$ cat src/rtl/core/cidq_pkg.sv
package cidq_pkg;

    localparam int CIDQ_DEPTH     = 128;
    localparam int CIDQ_WORD_BITS = 32;

    localparam logic [7:0] CAP_RESET = 8'd100;
    localparam logic signed [7:0] FOUND_NONE = -8'sd1;

    localparam logic [3:0] REQ_PUSH_FRONT = 4'd0;
    localparam logic [3:0] REQ_PUSH_BACK  = 4'd1;
    localparam logic [3:0] REQ_INSERT_AT  = 4'd2;
    localparam logic [3:0] REQ_DELETE_AT  = 4'd3;
    localparam logic [3:0] REQ_READ_AT    = 4'd4;
    localparam logic [3:0] REQ_POP_FRONT  = 4'd5;
    localparam logic [3:0] REQ_POP_BACK   = 4'd6;
    localparam logic [3:0] REQ_CLEAR      = 4'd7;
    localparam logic [3:0] REQ_FIND       = 4'd8;

    typedef struct packed {
        logic [3:0]  req_type;
        logic [7:0]  position;
        logic [31:0] entry_in;
    } t_req;

    typedef struct packed {
        logic               ok;
        logic [31:0]        entry_out;
        logic signed [7:0]  found_pos;
        logic [7:0]         entry_count;
    } t_rsp;

endpackage

$ cat src/rtl/core/cidq_ram.sv
module cidq_ram #(
    parameter int WIDTH = 32,
    parameter int DEPTH = 128
) (
    input  logic                     i_clk,
    input  logic                     i_we,
    input  logic [$clog2(DEPTH)-1:0] i_waddr,
    input  logic [WIDTH-1:0]         i_wdata,
    input  logic                     i_re,
    input  logic [$clog2(DEPTH)-1:0] i_raddr,
    output logic [WIDTH-1:0]         o_rdata
);

    logic [WIDTH-1:0] r_mem [DEPTH];
    logic [WIDTH-1:0] r_rdata;

    always_ff @(posedge i_clk) begin
        if (i_we) begin
            r_mem[i_waddr] <= i_wdata;
        end
        if (i_re) begin
            r_rdata <= r_mem[i_raddr];
        end
    end

    assign o_rdata = r_rdata;

endmodule

$ cat src/rtl/core/circular_indexed_deque_top.sv
// Ring-buffer list of words with push/pop at both ends, insert, delete and read at a
// logical position, clear and find. Start a request by raising start while busy is
// low. Push front, push back, clear and every refused request (full, empty, bad
// position, unknown code) answer on the cycle after start. Read at, pop front and pop
// back read one slot. Insert at moves entries from the tail back to position up one
// slot, then writes the word; delete at returns the word at position and moves later
// entries down one slot; find reads from the head and ends early on the first match.
// Walks use the single read port of the slot RAM, one slot per cycle. Each result is
// marked by o_done, high for exactly one cycle; the receiver cannot stall it, so
// capture it on that cycle. A new request may be started on the same cycle that a
// result is shown. Writing capacity_in_use empties the list; write it only while the
// block is idle. Slot contents are not cleared at reset.
module circular_indexed_deque_top
    import cidq_pkg::*;
#(
    parameter int DEPTH     = CIDQ_DEPTH,
    parameter int WORD_BITS = CIDQ_WORD_BITS
) (
    input  logic       i_clk,
    input  logic       i_rst_n,
    input  logic       start,
    output logic       busy,
    input  t_req       i_req,
    input  logic       i_cfg_we,
    input  logic [7:0] i_cfg_data,
    output logic       o_done,
    output t_rsp       o_rsp
);

    localparam int PW = $clog2(DEPTH);
    localparam int XW = (PW + 1 > 9) ? PW + 1 : 9;

    localparam logic [1:0] ST_IDLE = 2'd0;
    localparam logic [1:0] ST_WALK = 2'd1;
    localparam logic [1:0] ST_FIN  = 2'd2;

    function automatic logic [PW-1:0] wrap_inc(input logic [PW-1:0] x,
                                               input logic [XW-1:0] c);
        logic [XW-1:0] t;
        t = XW'(x) + XW'(1);
        wrap_inc = (t == c) ? '0 : t[PW-1:0];
    endfunction

    function automatic logic [PW-1:0] wrap_dec(input logic [PW-1:0] x,
                                               input logic [XW-1:0] c);
        logic [XW-1:0] t;
        t = c - XW'(1);
        wrap_dec = (x == '0) ? t[PW-1:0] : x - PW'(1);
    endfunction

    logic [1:0]           r_state, n_state;
    logic [7:0]           r_cap, n_cap;
    logic [PW-1:0]        r_head, n_head;
    logic [PW-1:0]        r_tail, n_tail;
    logic [7:0]           r_count, n_count;
    logic [3:0]           r_op, n_op;
    logic [WORD_BITS-1:0] r_word, n_word;
    logic [PW-1:0]        r_wpos, n_wpos;
    logic [PW-1:0]        r_rd_cur, n_rd_cur;
    logic [PW-1:0]        r_wr_cur, n_wr_cur;
    logic [7:0]           r_rd_left, n_rd_left;
    logic [7:0]           r_rd_idx, n_rd_idx;
    logic                 r_dv, n_dv;
    logic [7:0]           r_dv_idx, n_dv_idx;
    logic [31:0]          r_got, n_got;
    logic [7:0]           r_found, n_found;
    logic                 r_fnd, n_fnd;
    logic                 r_done, n_done;
    t_rsp                 r_rsp, n_rsp;

    logic [XW-1:0]        cap;
    logic [XW:0]          pos_sum;
    logic [XW:0]          pos_wrap;
    logic [PW-1:0]        slot_pos;
    logic                 cnt_lt_cap;
    logic [63:0]          word_ext;
    logic [WORD_BITS-1:0] word_in;
    logic [63:0]          rd_ext;

    logic                 mem_we;
    logic [PW-1:0]        mem_waddr;
    logic [WORD_BITS-1:0] mem_wdata;
    logic                 mem_re;
    logic [PW-1:0]        mem_raddr;
    logic [WORD_BITS-1:0] mem_rdata;

    always_comb begin
        if (r_cap == 8'd0) begin
            cap = XW'(1);
        end else if (XW'(r_cap) > XW'(DEPTH)) begin
            cap = XW'(DEPTH);
        end else begin
            cap = XW'(r_cap);
        end
    end

    // head + position folded once into the ring, valid while position <= count
    assign pos_sum    = (XW+1)'(r_head) + (XW+1)'(i_req.position);
    assign pos_wrap   = (pos_sum >= (XW+1)'(cap)) ? pos_sum - (XW+1)'(cap) : pos_sum;
    assign slot_pos   = pos_wrap[PW-1:0];
    assign cnt_lt_cap = XW'(r_count) < cap;

    assign word_ext = {32'd0, i_req.entry_in};
    assign word_in  = word_ext[WORD_BITS-1:0];

    always_comb begin
        rd_ext = '0;
        rd_ext[WORD_BITS-1:0] = mem_rdata;
    end

    always_comb begin
        logic imm;
        logic imm_ok;
        imm       = 1'b0;
        imm_ok    = 1'b0;
        n_state   = r_state;
        n_cap     = r_cap;
        n_head    = r_head;
        n_tail    = r_tail;
        n_count   = r_count;
        n_op      = r_op;
        n_word    = r_word;
        n_wpos    = r_wpos;
        n_rd_cur  = r_rd_cur;
        n_wr_cur  = r_wr_cur;
        n_rd_left = r_rd_left;
        n_rd_idx  = r_rd_idx;
        n_dv      = 1'b0;
        n_dv_idx  = r_dv_idx;
        n_got     = r_got;
        n_found   = r_found;
        n_fnd     = r_fnd;
        n_done    = 1'b0;
        n_rsp     = r_rsp;
        mem_we    = 1'b0;
        mem_waddr = '0;
        mem_wdata = '0;
        mem_re    = 1'b0;
        mem_raddr = r_rd_cur;

        case (r_state)
            ST_IDLE: begin
                if (start) begin
                    imm       = 1'b1;
                    n_op      = i_req.req_type;
                    n_word    = word_in;
                    n_rd_idx  = '0;
                    n_rd_left = '0;
                    n_got     = '0;
                    n_found   = FOUND_NONE;
                    n_fnd     = 1'b0;
                    case (i_req.req_type)
                        REQ_PUSH_FRONT: begin
                            if (cnt_lt_cap) begin
                                n_head    = wrap_dec(r_head, cap);
                                mem_we    = 1'b1;
                                mem_waddr = n_head;
                                mem_wdata = word_in;
                                if (r_count == 8'd0) begin
                                    n_tail = n_head;
                                end
                                n_count = r_count + 8'd1;
                                imm_ok  = 1'b1;
                            end
                        end
                        REQ_PUSH_BACK: begin
                            if (cnt_lt_cap) begin
                                n_tail    = wrap_inc(r_tail, cap);
                                mem_we    = 1'b1;
                                mem_waddr = n_tail;
                                mem_wdata = word_in;
                                if (r_count == 8'd0) begin
                                    n_head = n_tail;
                                end
                                n_count = r_count + 8'd1;
                                imm_ok  = 1'b1;
                            end
                        end
                        REQ_INSERT_AT: begin
                            if (cnt_lt_cap && i_req.position <= r_count) begin
                                imm       = 1'b0;
                                n_rd_cur  = r_tail;
                                n_wr_cur  = wrap_inc(r_tail, cap);
                                n_rd_left = r_count - i_req.position;
                                n_count   = r_count + 8'd1;
                                if (r_count == 8'd0) begin
                                    n_head = '0;
                                    n_tail = '0;
                                    n_wpos = '0;
                                end else begin
                                    n_tail = wrap_inc(r_tail, cap);
                                    n_wpos = slot_pos;
                                end
                                n_state = (r_count == i_req.position) ? ST_FIN : ST_WALK;
                            end
                        end
                        REQ_DELETE_AT: begin
                            if (i_req.position < r_count) begin
                                imm       = 1'b0;
                                n_rd_cur  = slot_pos;
                                n_wr_cur  = slot_pos;
                                n_rd_left = r_count - i_req.position;
                                n_count   = r_count - 8'd1;
                                if (r_count == 8'd1) begin
                                    n_head = '0;
                                    n_tail = '0;
                                end else begin
                                    n_tail = wrap_dec(r_tail, cap);
                                end
                                n_state = ST_WALK;
                            end
                        end
                        REQ_READ_AT: begin
                            if (i_req.position < r_count) begin
                                imm       = 1'b0;
                                n_rd_cur  = slot_pos;
                                n_rd_left = 8'd1;
                                n_state   = ST_WALK;
                            end
                        end
                        REQ_POP_FRONT: begin
                            if (r_count != 8'd0) begin
                                imm       = 1'b0;
                                n_rd_cur  = r_head;
                                n_rd_left = 8'd1;
                                n_count   = r_count - 8'd1;
                                n_head    = wrap_inc(r_head, cap);
                                if (r_count == 8'd1) begin
                                    n_tail = n_head;
                                end
                                n_state = ST_WALK;
                            end
                        end
                        REQ_POP_BACK: begin
                            if (r_count != 8'd0) begin
                                imm       = 1'b0;
                                n_rd_cur  = r_tail;
                                n_rd_left = 8'd1;
                                n_count   = r_count - 8'd1;
                                n_tail    = wrap_dec(r_tail, cap);
                                if (r_count == 8'd1) begin
                                    n_head = n_tail;
                                end
                                n_state = ST_WALK;
                            end
                        end
                        REQ_CLEAR: begin
                            n_head  = '0;
                            n_tail  = '0;
                            n_count = '0;
                            imm_ok  = 1'b1;
                        end
                        REQ_FIND: begin
                            if (r_count != 8'd0) begin
                                imm       = 1'b0;
                                n_rd_cur  = r_head;
                                n_rd_left = r_count;
                                n_state   = ST_WALK;
                            end
                        end
                        default: begin
                            imm_ok = 1'b0;
                        end
                    endcase
                    if (imm) begin
                        n_done            = 1'b1;
                        n_rsp.ok          = imm_ok;
                        n_rsp.entry_out   = '0;
                        n_rsp.found_pos   = FOUND_NONE;
                        n_rsp.entry_count = n_count;
                    end
                end
            end
            ST_WALK: begin
                mem_re   = (r_rd_left != 8'd0);
                n_dv     = mem_re;
                n_dv_idx = r_rd_idx;
                if (mem_re) begin
                    n_rd_cur  = (r_op == REQ_INSERT_AT) ? wrap_dec(r_rd_cur, cap)
                                                        : wrap_inc(r_rd_cur, cap);
                    n_rd_left = r_rd_left - 8'd1;
                    n_rd_idx  = r_rd_idx + 8'd1;
                end
                if (r_dv) begin
                    case (r_op)
                        REQ_INSERT_AT: begin
                            mem_we    = 1'b1;
                            mem_waddr = r_wr_cur;
                            mem_wdata = mem_rdata;
                            n_wr_cur  = wrap_dec(r_wr_cur, cap);
                        end
                        REQ_DELETE_AT: begin
                            if (r_dv_idx == 8'd0) begin
                                n_got = rd_ext[31:0];
                            end else begin
                                mem_we    = 1'b1;
                                mem_waddr = r_wr_cur;
                                mem_wdata = mem_rdata;
                                n_wr_cur  = wrap_inc(r_wr_cur, cap);
                            end
                        end
                        REQ_FIND: begin
                            if (mem_rdata == r_word) begin
                                n_fnd   = 1'b1;
                                n_found = r_dv_idx;
                                n_state = ST_FIN;
                            end
                        end
                        default: begin
                            n_got = rd_ext[31:0];
                        end
                    endcase
                    if (r_rd_left == 8'd0) begin
                        n_state = ST_FIN;
                    end
                end
            end
            ST_FIN: begin
                if (r_op == REQ_INSERT_AT) begin
                    mem_we    = 1'b1;
                    mem_waddr = r_wpos;
                    mem_wdata = r_word;
                end
                n_done            = 1'b1;
                n_rsp.ok          = (r_op == REQ_FIND) ? r_fnd : 1'b1;
                n_rsp.entry_out   = r_got;
                n_rsp.found_pos   = r_found;
                n_rsp.entry_count = r_count;
                n_state           = ST_IDLE;
            end
            default: begin
                n_state = ST_IDLE;
            end
        endcase

        // capacity write empties the list
        if (i_cfg_we) begin
            n_cap   = i_cfg_data;
            n_head  = '0;
            n_tail  = '0;
            n_count = '0;
        end
    end

    always_ff @(posedge i_clk) begin
        if (!i_rst_n) begin
            r_state   <= ST_IDLE;
            r_cap     <= CAP_RESET;
            r_head    <= '0;
            r_tail    <= '0;
            r_count   <= '0;
            r_rd_left <= '0;
            r_dv      <= 1'b0;
            r_done    <= 1'b0;
        end else begin
            r_state   <= n_state;
            r_cap     <= n_cap;
            r_head    <= n_head;
            r_tail    <= n_tail;
            r_count   <= n_count;
            r_rd_left <= n_rd_left;
            r_dv      <= n_dv;
            r_done    <= n_done;
        end
    end

    always_ff @(posedge i_clk) begin
        r_op     <= n_op;
        r_word   <= n_word;
        r_wpos   <= n_wpos;
        r_rd_cur <= n_rd_cur;
        r_wr_cur <= n_wr_cur;
        r_rd_idx <= n_rd_idx;
        r_dv_idx <= n_dv_idx;
        r_got    <= n_got;
        r_found  <= n_found;
        r_fnd    <= n_fnd;
        r_rsp    <= n_rsp;
    end

    cidq_ram #(
        .WIDTH (WORD_BITS),
        .DEPTH (DEPTH)
    ) u_slot_ram (
        .i_clk   (i_clk),
        .i_we    (mem_we),
        .i_waddr (mem_waddr),
        .i_wdata (mem_wdata),
        .i_re    (mem_re),
        .i_raddr (mem_raddr),
        .o_rdata (mem_rdata)
    );

    assign busy   = (r_state != ST_IDLE);
    assign o_done = r_done;
    assign o_rsp  = r_rsp;

endmodule

$ cat config.mk
export PLATFORM = sky130hd
export DESIGN_NAME = circular_indexed_deque_top
export DESIGN_NICKNAME = d
export VERILOG_FILES = /design/src/rtl/core/cidq_pkg.sv /design/src/rtl/core/cidq_ram.sv /design/src/rtl/core/circular_indexed_deque_top.sv
export SDC_FILE = /design/constraint.sdc
export NUM_CORES = 2
export LEC_CHECK = 0
export ABC_AREA = 1
export BUFFER_PORTS_ARGS = -buffer_cell sky130_fd_sc_hd__buf_4
export CAP_MARGIN = 20
export CORE_ASPECT_RATIO = 0.9
export CORE_UTILIZATION = 40
export CTS_CLUSTER_SIZE = 12
export DETAILED_ROUTE_END_ITERATION = 8
export SYNTH_ARGS = -nofsm -noshare
export SYNTH_HDL_FRONTEND = slang
export SYNTH_SLANG_ARGS = --single-unit
$ cat constraint.sdc
create_clock -name i_clk -period 7.8 [get_ports i_clk]
set_input_delay 2.34 -clock i_clk [delete_from_list [all_inputs] [get_ports i_clk]]
set_output_delay 2.34 -clock i_clk [all_outputs]
set_load 0.02 [all_outputs]
After elaboration in Yosys (flattened, before gate mapping):

Memories as Yosys holds them, arrays and structs flattened. A register that Yosys moved wholly into a read port is not among the register bits.
Index checks and enable logic that the tools add are counted.

* register bits: 205
* RAM bits: 4096
* input bits: 56
* memories: 1

* $add $sub $neg: 16
* order comparisons: 5
* equality and inequality tests: 53
* muxes and demuxes: 134
* bitwise logic cells: 1
* reduce and logical (&&, ||, !) cells: 35

Memory list
* u_slot_ram.r_mem: words 128, width 32, rd ports 1, clocked after Yosys merged registers in 1, wr ports 1, RTL line cidq_ram.sv:14 `logic [WIDTH-1:0] r_mem [DEPTH];`

Operators by type and width (number)
* 7-bit two-way mux: 46
* 32-bit two-way mux: 9
* 32-bit case mux with 2 select lines: 3
* 8-bit two-way mux: 17
* 49-bit two-way mux: 2
* 49-bit case mux with 2 select lines: 1
* 7-bit case mux with 7 select lines: 2
* 32-bit case mux with 3 select lines: 1
* 7-bit case mux with 2 select lines: 6
* 8-bit case mux with 5 select lines: 2
* 8-bit case mux with 2 select lines: 3
* 8-bit == test: 5
* 2-bit inequality test, second input constant: 19
* 7-bit by 1-bit subtractor with 7-bit output, second input constant: 5
* 7-bit by 1-bit adder with 8-bit output, second input constant: 4
* 32-bit == test: 1
* 8-bit zero test: 4
* 3-bit inequality test, second input constant: 10
* 7-bit zero test: 4
* 7-bit case mux with 4 select lines: 1
* 8-bit AND reduction: 3
* 1-bit two-way mux: 23
* 7-bit case mux with 3 select lines: 1
* 2-bit two-way mux: 9
* other kinds (39): 63

Depth between registers and ports, before layout:

* word-level depth: 12
* mapped depth: 21
* gate-level depth less buffers: 21

Modules after synthesis:

Synthesis repeated with hierarchy kept, for this count alone.

* cells, all modules: 15252
* area, all modules: 179339.5 um^2

Modules (own cells, without submodules)
* cidq_ram: times used 1, cells an instance 13392, area each 165322.3 um^2
* circular_indexed_deque_top: times used 1, cells an instance 1860, area each 14017.2 um^2

Least setup slack after synthesis:

Ideal clock, no wire load.

* path type: input port to flip-flop
* from: in i_req[42] (netlist name)
* to: mem u_slot_ram.r_mem[0][13], data pin
* setup time: 0.873 ns
* arrival: 5.711 ns
* path slack: 1.216 ns
* stages on the path: 9
* cell sequence: nor2_1 -> inv_1 -> nor2_1 -> nand3_2 -> nor2_4 -> buf_4 -> clkbuf_1 -> nand2_1 -> o211ai_1

* cells in the longest elaborated chain, start to end: 5

Ends and longest elaborated chain
* start: declaration: RTL line circular_indexed_deque_top.sv:23 `input t_req i_req,`
* 4-bit by 1-bit == test with 1-bit output / 4-bit zero test (equally long branches): RTL line circular_indexed_deque_top.sv:152 `case (i_req.req_type)`
* 2-bit OR reduction (no line) *
* 32-bit two-way mux *
* 32-bit two-way mux *: RTL line circular_indexed_deque_top.sv:143 `if (start) begin`
* 32-bit case mux with 3 select lines *: RTL line circular_indexed_deque_top.sv:141 `case (r_state)`
* net mem_wdata[13]: RTL line circular_indexed_deque_top.sv:82 `logic [WORD_BITS-1:0] mem_wdata;`
* end: declaration: RTL line cidq_ram.sv:14

The timed path passes the listed nets; every way through them passes the cells marked *.

Final worst setup path:

* from: in i_req[43] (netlist name)
* to: mem u_slot_ram.r_mem[118][2] (enable)

* cells in the longest elaborated chain, start to end: 7

Ends and longest elaborated chain
* 4-bit by 1-bit == test with 1-bit output / 4-bit zero test (equally long branches): RTL line circular_indexed_deque_top.sv:152
* 2-bit OR reduction (no line)
* 1-bit two-way mux
* 1-bit two-way mux: RTL line circular_indexed_deque_top.sv:143
* 1-bit case mux with 3 select lines: RTL line circular_indexed_deque_top.sv:141
* 1-bit two-way mux: RTL line cidq_ram.sv:18 `if (i_we) begin`
* 1-bit two-way mux (implied by the code): RTL line cidq_ram.sv:19 `r_mem[i_waddr] <= i_wdata;`

Several ways; a longest one is shown, not always the timed one.

==> results summary <==
The flow ran to the end, and the final reports show no timing, DRC or antenna violations. The top fanout value on the critical path came out at 22. Max-cap violations in this run came to 0. By area the synthesized netlist is led by sky130_fd_sc_hd__edfxtp_1 (74%), sky130_fd_sc_hd__o21ai_0 (7.2%), sky130_fd_sc_hd__nor2_1 (5.9%), sky130_fd_sc_hd__o22ai_1 (3.7%), sky130_fd_sc_hd__nand2_1 (1.7%). The capture point of the worst reg-to-reg path is u_slot_ram.r_mem[118][2]$_DFFE_PP_. The mean cell area of the mapped netlist is 12.6 um^2. In this run, distinct cell masters in the synthesized netlist total 53. On the critical path the largest part of the delay comes from simple AND/OR/NAND/NOR gates.

The clock skew is 0.0669 ns. The worst min-delay path category is register to register. The number of instances on the worst hold path is 0. Once placement completed, the tool counted placed cells totaling 19.1k. The iteration count of the initial detailed-routing pass came out at 6. Timing analysis after detailed placement gives a worst setup slack of 1.16 ns. Summing all multi-input logic gate instances after layout gives 0.0414 mm^2. In this run the vertical extent of the chip is 629 um. The number of cells upsized or downsized after cts came out at 0. Routability-driven placement finished with a final weighted congestion of 0.952. The worst setup path is captured at a register. The slew at the pin with the worst max-slew slack came out at 1.29 ns. At the end of the flow, the number of nets in the layout was 13.8k. The first global-routing pass estimated 780 mm of wire. Data on the critical path arrives at its endpoint at 6.43 ns. The placed wire-length estimate after detailed placement came out at 315 mm. The minimum period implied by the final worst setup slack is 5.75 ns.

The total buffers and inverters traversed by the critical path is 5. The worst path required time is 8.48 ns. Dividing the detail-routed wire length by the instance count gives 27.9 um. The number of enable flip-flop cells after synthesis came out at 4291. Setup repair after global routing left no endpoint under its margin. The synthesized netlist occupies a cell area of 0.175 mm^2. The buffer depth of the longest clock path is 4. For the worst flop-to-flop path, the logic depth is 17. The largest total area in the synthesized netlist belongs to sky130_fd_sc_hd__edfxtp_1. The area taken by flip-flops and latches came out at 0.130 mm^2. By startpoint and endpoint, the worst setup path is classified as input port to register. In this design, the stage delay of the slowest critical-path cell is 0.68 ns.

The analysis attributes to cell leakage a power of 58.0 nW. 107 I/O pins were placed. The clock slew seen by the registers of the worst setup and hold paths is 0.06 ns. The count of filler cells inserted in the layout came out at 38.6k. Counting flops with an async set or reset pin after synthesis yields a share of 0. For hold timing, the worst endpoint is r_dv_idx[3]$_DFFE_PP_. The number of hold violations in the final report is 0.

Of the cells placed in the final design, the portion with a size suffix greater than 1 is 0.0846. The number of antenna violations at the first check in global routing came out at 46. In this run the horizontal extent of the chip is 699 um. The count of clock tree sinks is 4333. The main flop type after synthesis is sky130_fd_sc_hd__edfxtp_1. Dividing total power by cell area gives a power density of 252 mW/mm^2.

The number of slew-limit violations in the final report is 0. The final number of setup-violating endpoints is 0. The final setup TNS is 0 ns. The antenna violation net count after detailed routing is 0.

In this run the tool buffered the top-level ports with 106 buffer cells. Clock latency on the worst-skew pair, taken at its later pin, is 1.02 ns. The via count of the first global-routing pass is 106k. Counting the buffers created by CTS gives 432. The quantity of hold-fixing buffers added after cts is 0. The slowest stage of the critical path is the sky130_fd_sc_hd__nor2_4 cell. The tree is rooted in a sky130_fd_sc_hd__clkbuf_16. The number of design rule violations left after detail routing is 0. The H-tree was split into 5 levels. The share of synthesized area in the top cell type comes to 0.737.

The row count came out at 229. The share of the clock period used by the worst path after layout is 0.738. The signal on the critical path passes through buf_4 -> nor2_1 -> inv_1 -> nor2_1 -> nand3_2 -> nor2_4 -> nand2_1 -> nand2_4 -> nand2_1 -> inv_2 -> nand2_2 -> buf_12 -> nor2_4 -> buf_4.

The startpoint identified for the worst register-to-register timing path is r_cap[7]$_SDFFE_PN0P_. The clock tree from TritonCTS is done. Dividing the detail-routed via count by the number of cells gives 5.90. The signed area change from the synthesized netlist to the final layout is 12.2%. The fmax is 174 MHz. The overall global routing resource usage came out at 0.242. The share of the Yosys chip area taken by registers is 0.742. The Yosys step of the flow raised 0 warnings.

Across all register-to-register paths, the minimum setup slack is 2.13 ns. The initial utilization of the core area, before any placement, comes to 0.403. The worst slew slack as a fraction of its limit is 0.137. The largest net degree at the start of global routing came out at 168.

The post-route worst setup slack is 2.05 ns. The worst hold path startpoint is r_rd_idx[3]$_SDFFCE_PN0P_. STA classifies the critical path startpoint as an input port. The first routing iteration left 17.8k violations.

Summed over all layers, the global routing overflow is 0. After detailed routing, the total wire length is 552 mm. Synthesis produced 13.8k cells. The detailed router placed 117k vias in this run. Once the clock tree was built, the setup fixing pass inserted 0 buffers. The post-synth net total came out at 13.9k. The synthesized design contains 4333 register bits. VDD sags by at most 0.218 mV. The die area is 0.440 mm^2.

The post-route non-filler standard cell count is 19.8k. In this run the standard cell core region covers 0.434 mm^2.
==> sequential cells by signal, summed over array words and instances, names as in the netlist, 2 cells and up <==
| register | flops |
|---|---|
| r_word | 32 |
| mem_raddr | 7 |
| r_wpos | 7 |
| r_rd_idx | 8 |
| r_tail | 7 |
| r_op | 4 |
| r_wr_cur | 7 |
| r_got | 32 |
| r_head | 7 |
| r_cap | 8 |
| o_rsp | 49 |
| r_state | 2 |
| u_slot_ram.r_mem | 4096 |
| r_rd_left | 8 |
| r_count | 8 |
| r_found | 8 |
| r_dv_idx | 8 |
| u_slot_ram.o_rdata | 32 |
==> routing by layer <==
layer | track usage | vias to the layer above | share of wire
met5 | 0 | - | 0.00063
met4 | 0.0736 | 20 | 0.033
met3 | 0.0716 | 733 | 0.13
met2 | 0.334 | 6689 | 0.41
met1 | 0.364 | 58300 | 0.42
li1 | - | 50975 | -
==> worst max path at each step <==
stage / start / endpoint / cells past startpoint
detailed placement: i_req[42] / u_slot_ram.r_mem[76][7]$_DFFE_PP_ / 11
global placement: i_req[42] / u_slot_ram.r_mem[23][0]$_DFFE_PP_ / 14
global route: i_req[42] / u_slot_ram.r_mem[118][2]$_DFFE_PP_ / 14
finish: i_req[43] / u_slot_ram.r_mem[118][2]$_DFFE_PP_ / 14
CTS: i_req[42] / u_slot_ram.r_mem[76][20]$_DFFE_PP_ / 11
floorplan: i_req[42] / u_slot_ram.r_mem[0][13]$_DFFE_PP_ / 9
==> cells by family after synthesis <==
family	synth area share
XOR/XNOR	0.00461
flip-flops	0.742
adder cells (fa/ha/maj)	0.00378
AO/OA/AOI/OAI	0.128
buffers and inverters	0.0283
AND/OR/NAND/NOR	0.0931
==> power breakdown <==
part / leakage, nW / internal [mW] / switching [mW]
clock network: 5.98 / 10.3 / 8.69
registers: 34.6 / 25.5 / 0.0721
logic: 17.4 / 1.15 / 3.85
==> layout make-up <==
cell class	count	share of cell area
Tap cell	5775	0.0368
Antenna cell	14	0.000179
Clock buffer	552	0.0579
Clock inverter	136	0.00497
Multi-Input combinational cell	8243	0.211
Sequential cell	4333	0.661
Timing Repair Buffer	431	0.0222
Inverter	296	0.00586
==> Yosys cell counts (all sizes together), types with 3 or more instances <==
library cell / instances
edfxtp: 4291
nor2: 2784
o21ai: 2525
o22ai: 1023
nand2: 826
clkbuf: 744
nand3: 335
inv: 287
buf: 217
a21oi: 172
o221ai: 144
o211ai: 96
xor2: 78
nor3: 53
ha: 48
dfxtp: 42
nand4: 32
or2: 18
o31ai: 16
xnor2: 14
a211oi: 13
nor4: 11
a31oi: 10
clkinv: 9
nand3b: 9
o311ai: 9
a221oi: 7
o2111ai: 4
fa: 3
o21bai: 3
==> per-stage QoR <==
step | area [um^2] | total power, mW | util | hold WS, ns
after floorplan | 175000 | 28.7 | - | 0.426
after global placement | 183000 | 30.8 | 0.423 | 0.436
after detailed placement | 183000 | 30.9 | 0.423 | 0.438
after CTS | 196000 | 49.5 | 0.451 | 0.452
after global routing | 196000 | 50.8 | 0.452 | 0.473
final | 196000 | 49.5 | 0.452 | 0.455
==> layout by cell type, fill, tap and decap left out, drive strengths merged, types with 3 or more instances in the layout <==
| cell type | count |
|---|---|
| edfxtp | 4291 |
| nor2 | 2784 |
| o21ai | 2525 |
| o22ai | 1023 |
| nand2 | 826 |
| clkbuf | 554 |
| buf | 428 |
| nand3 | 335 |
| inv | 302 |
| a21oi | 172 |
| o221ai | 144 |
| clkinv | 124 |
| o211ai | 96 |
| xor2 | 78 |
| nor3 | 53 |
| ha | 48 |
| dfxtp | 42 |
| nand4 | 32 |
| or2 | 18 |
| o31ai | 16 |
| diode | 14 |
| xnor2 | 14 |
| a211oi | 13 |
| nor4 | 11 |
| a31oi | 10 |
| nand3b | 9 |
| o311ai | 9 |
| a221oi | 7 |
| o2111ai | 4 |
| o21bai | 3 |
| fa | 3 |
| bufinv | 3 |
| clkinvlp | 3 |
Power figures use the tool's default switching activity.
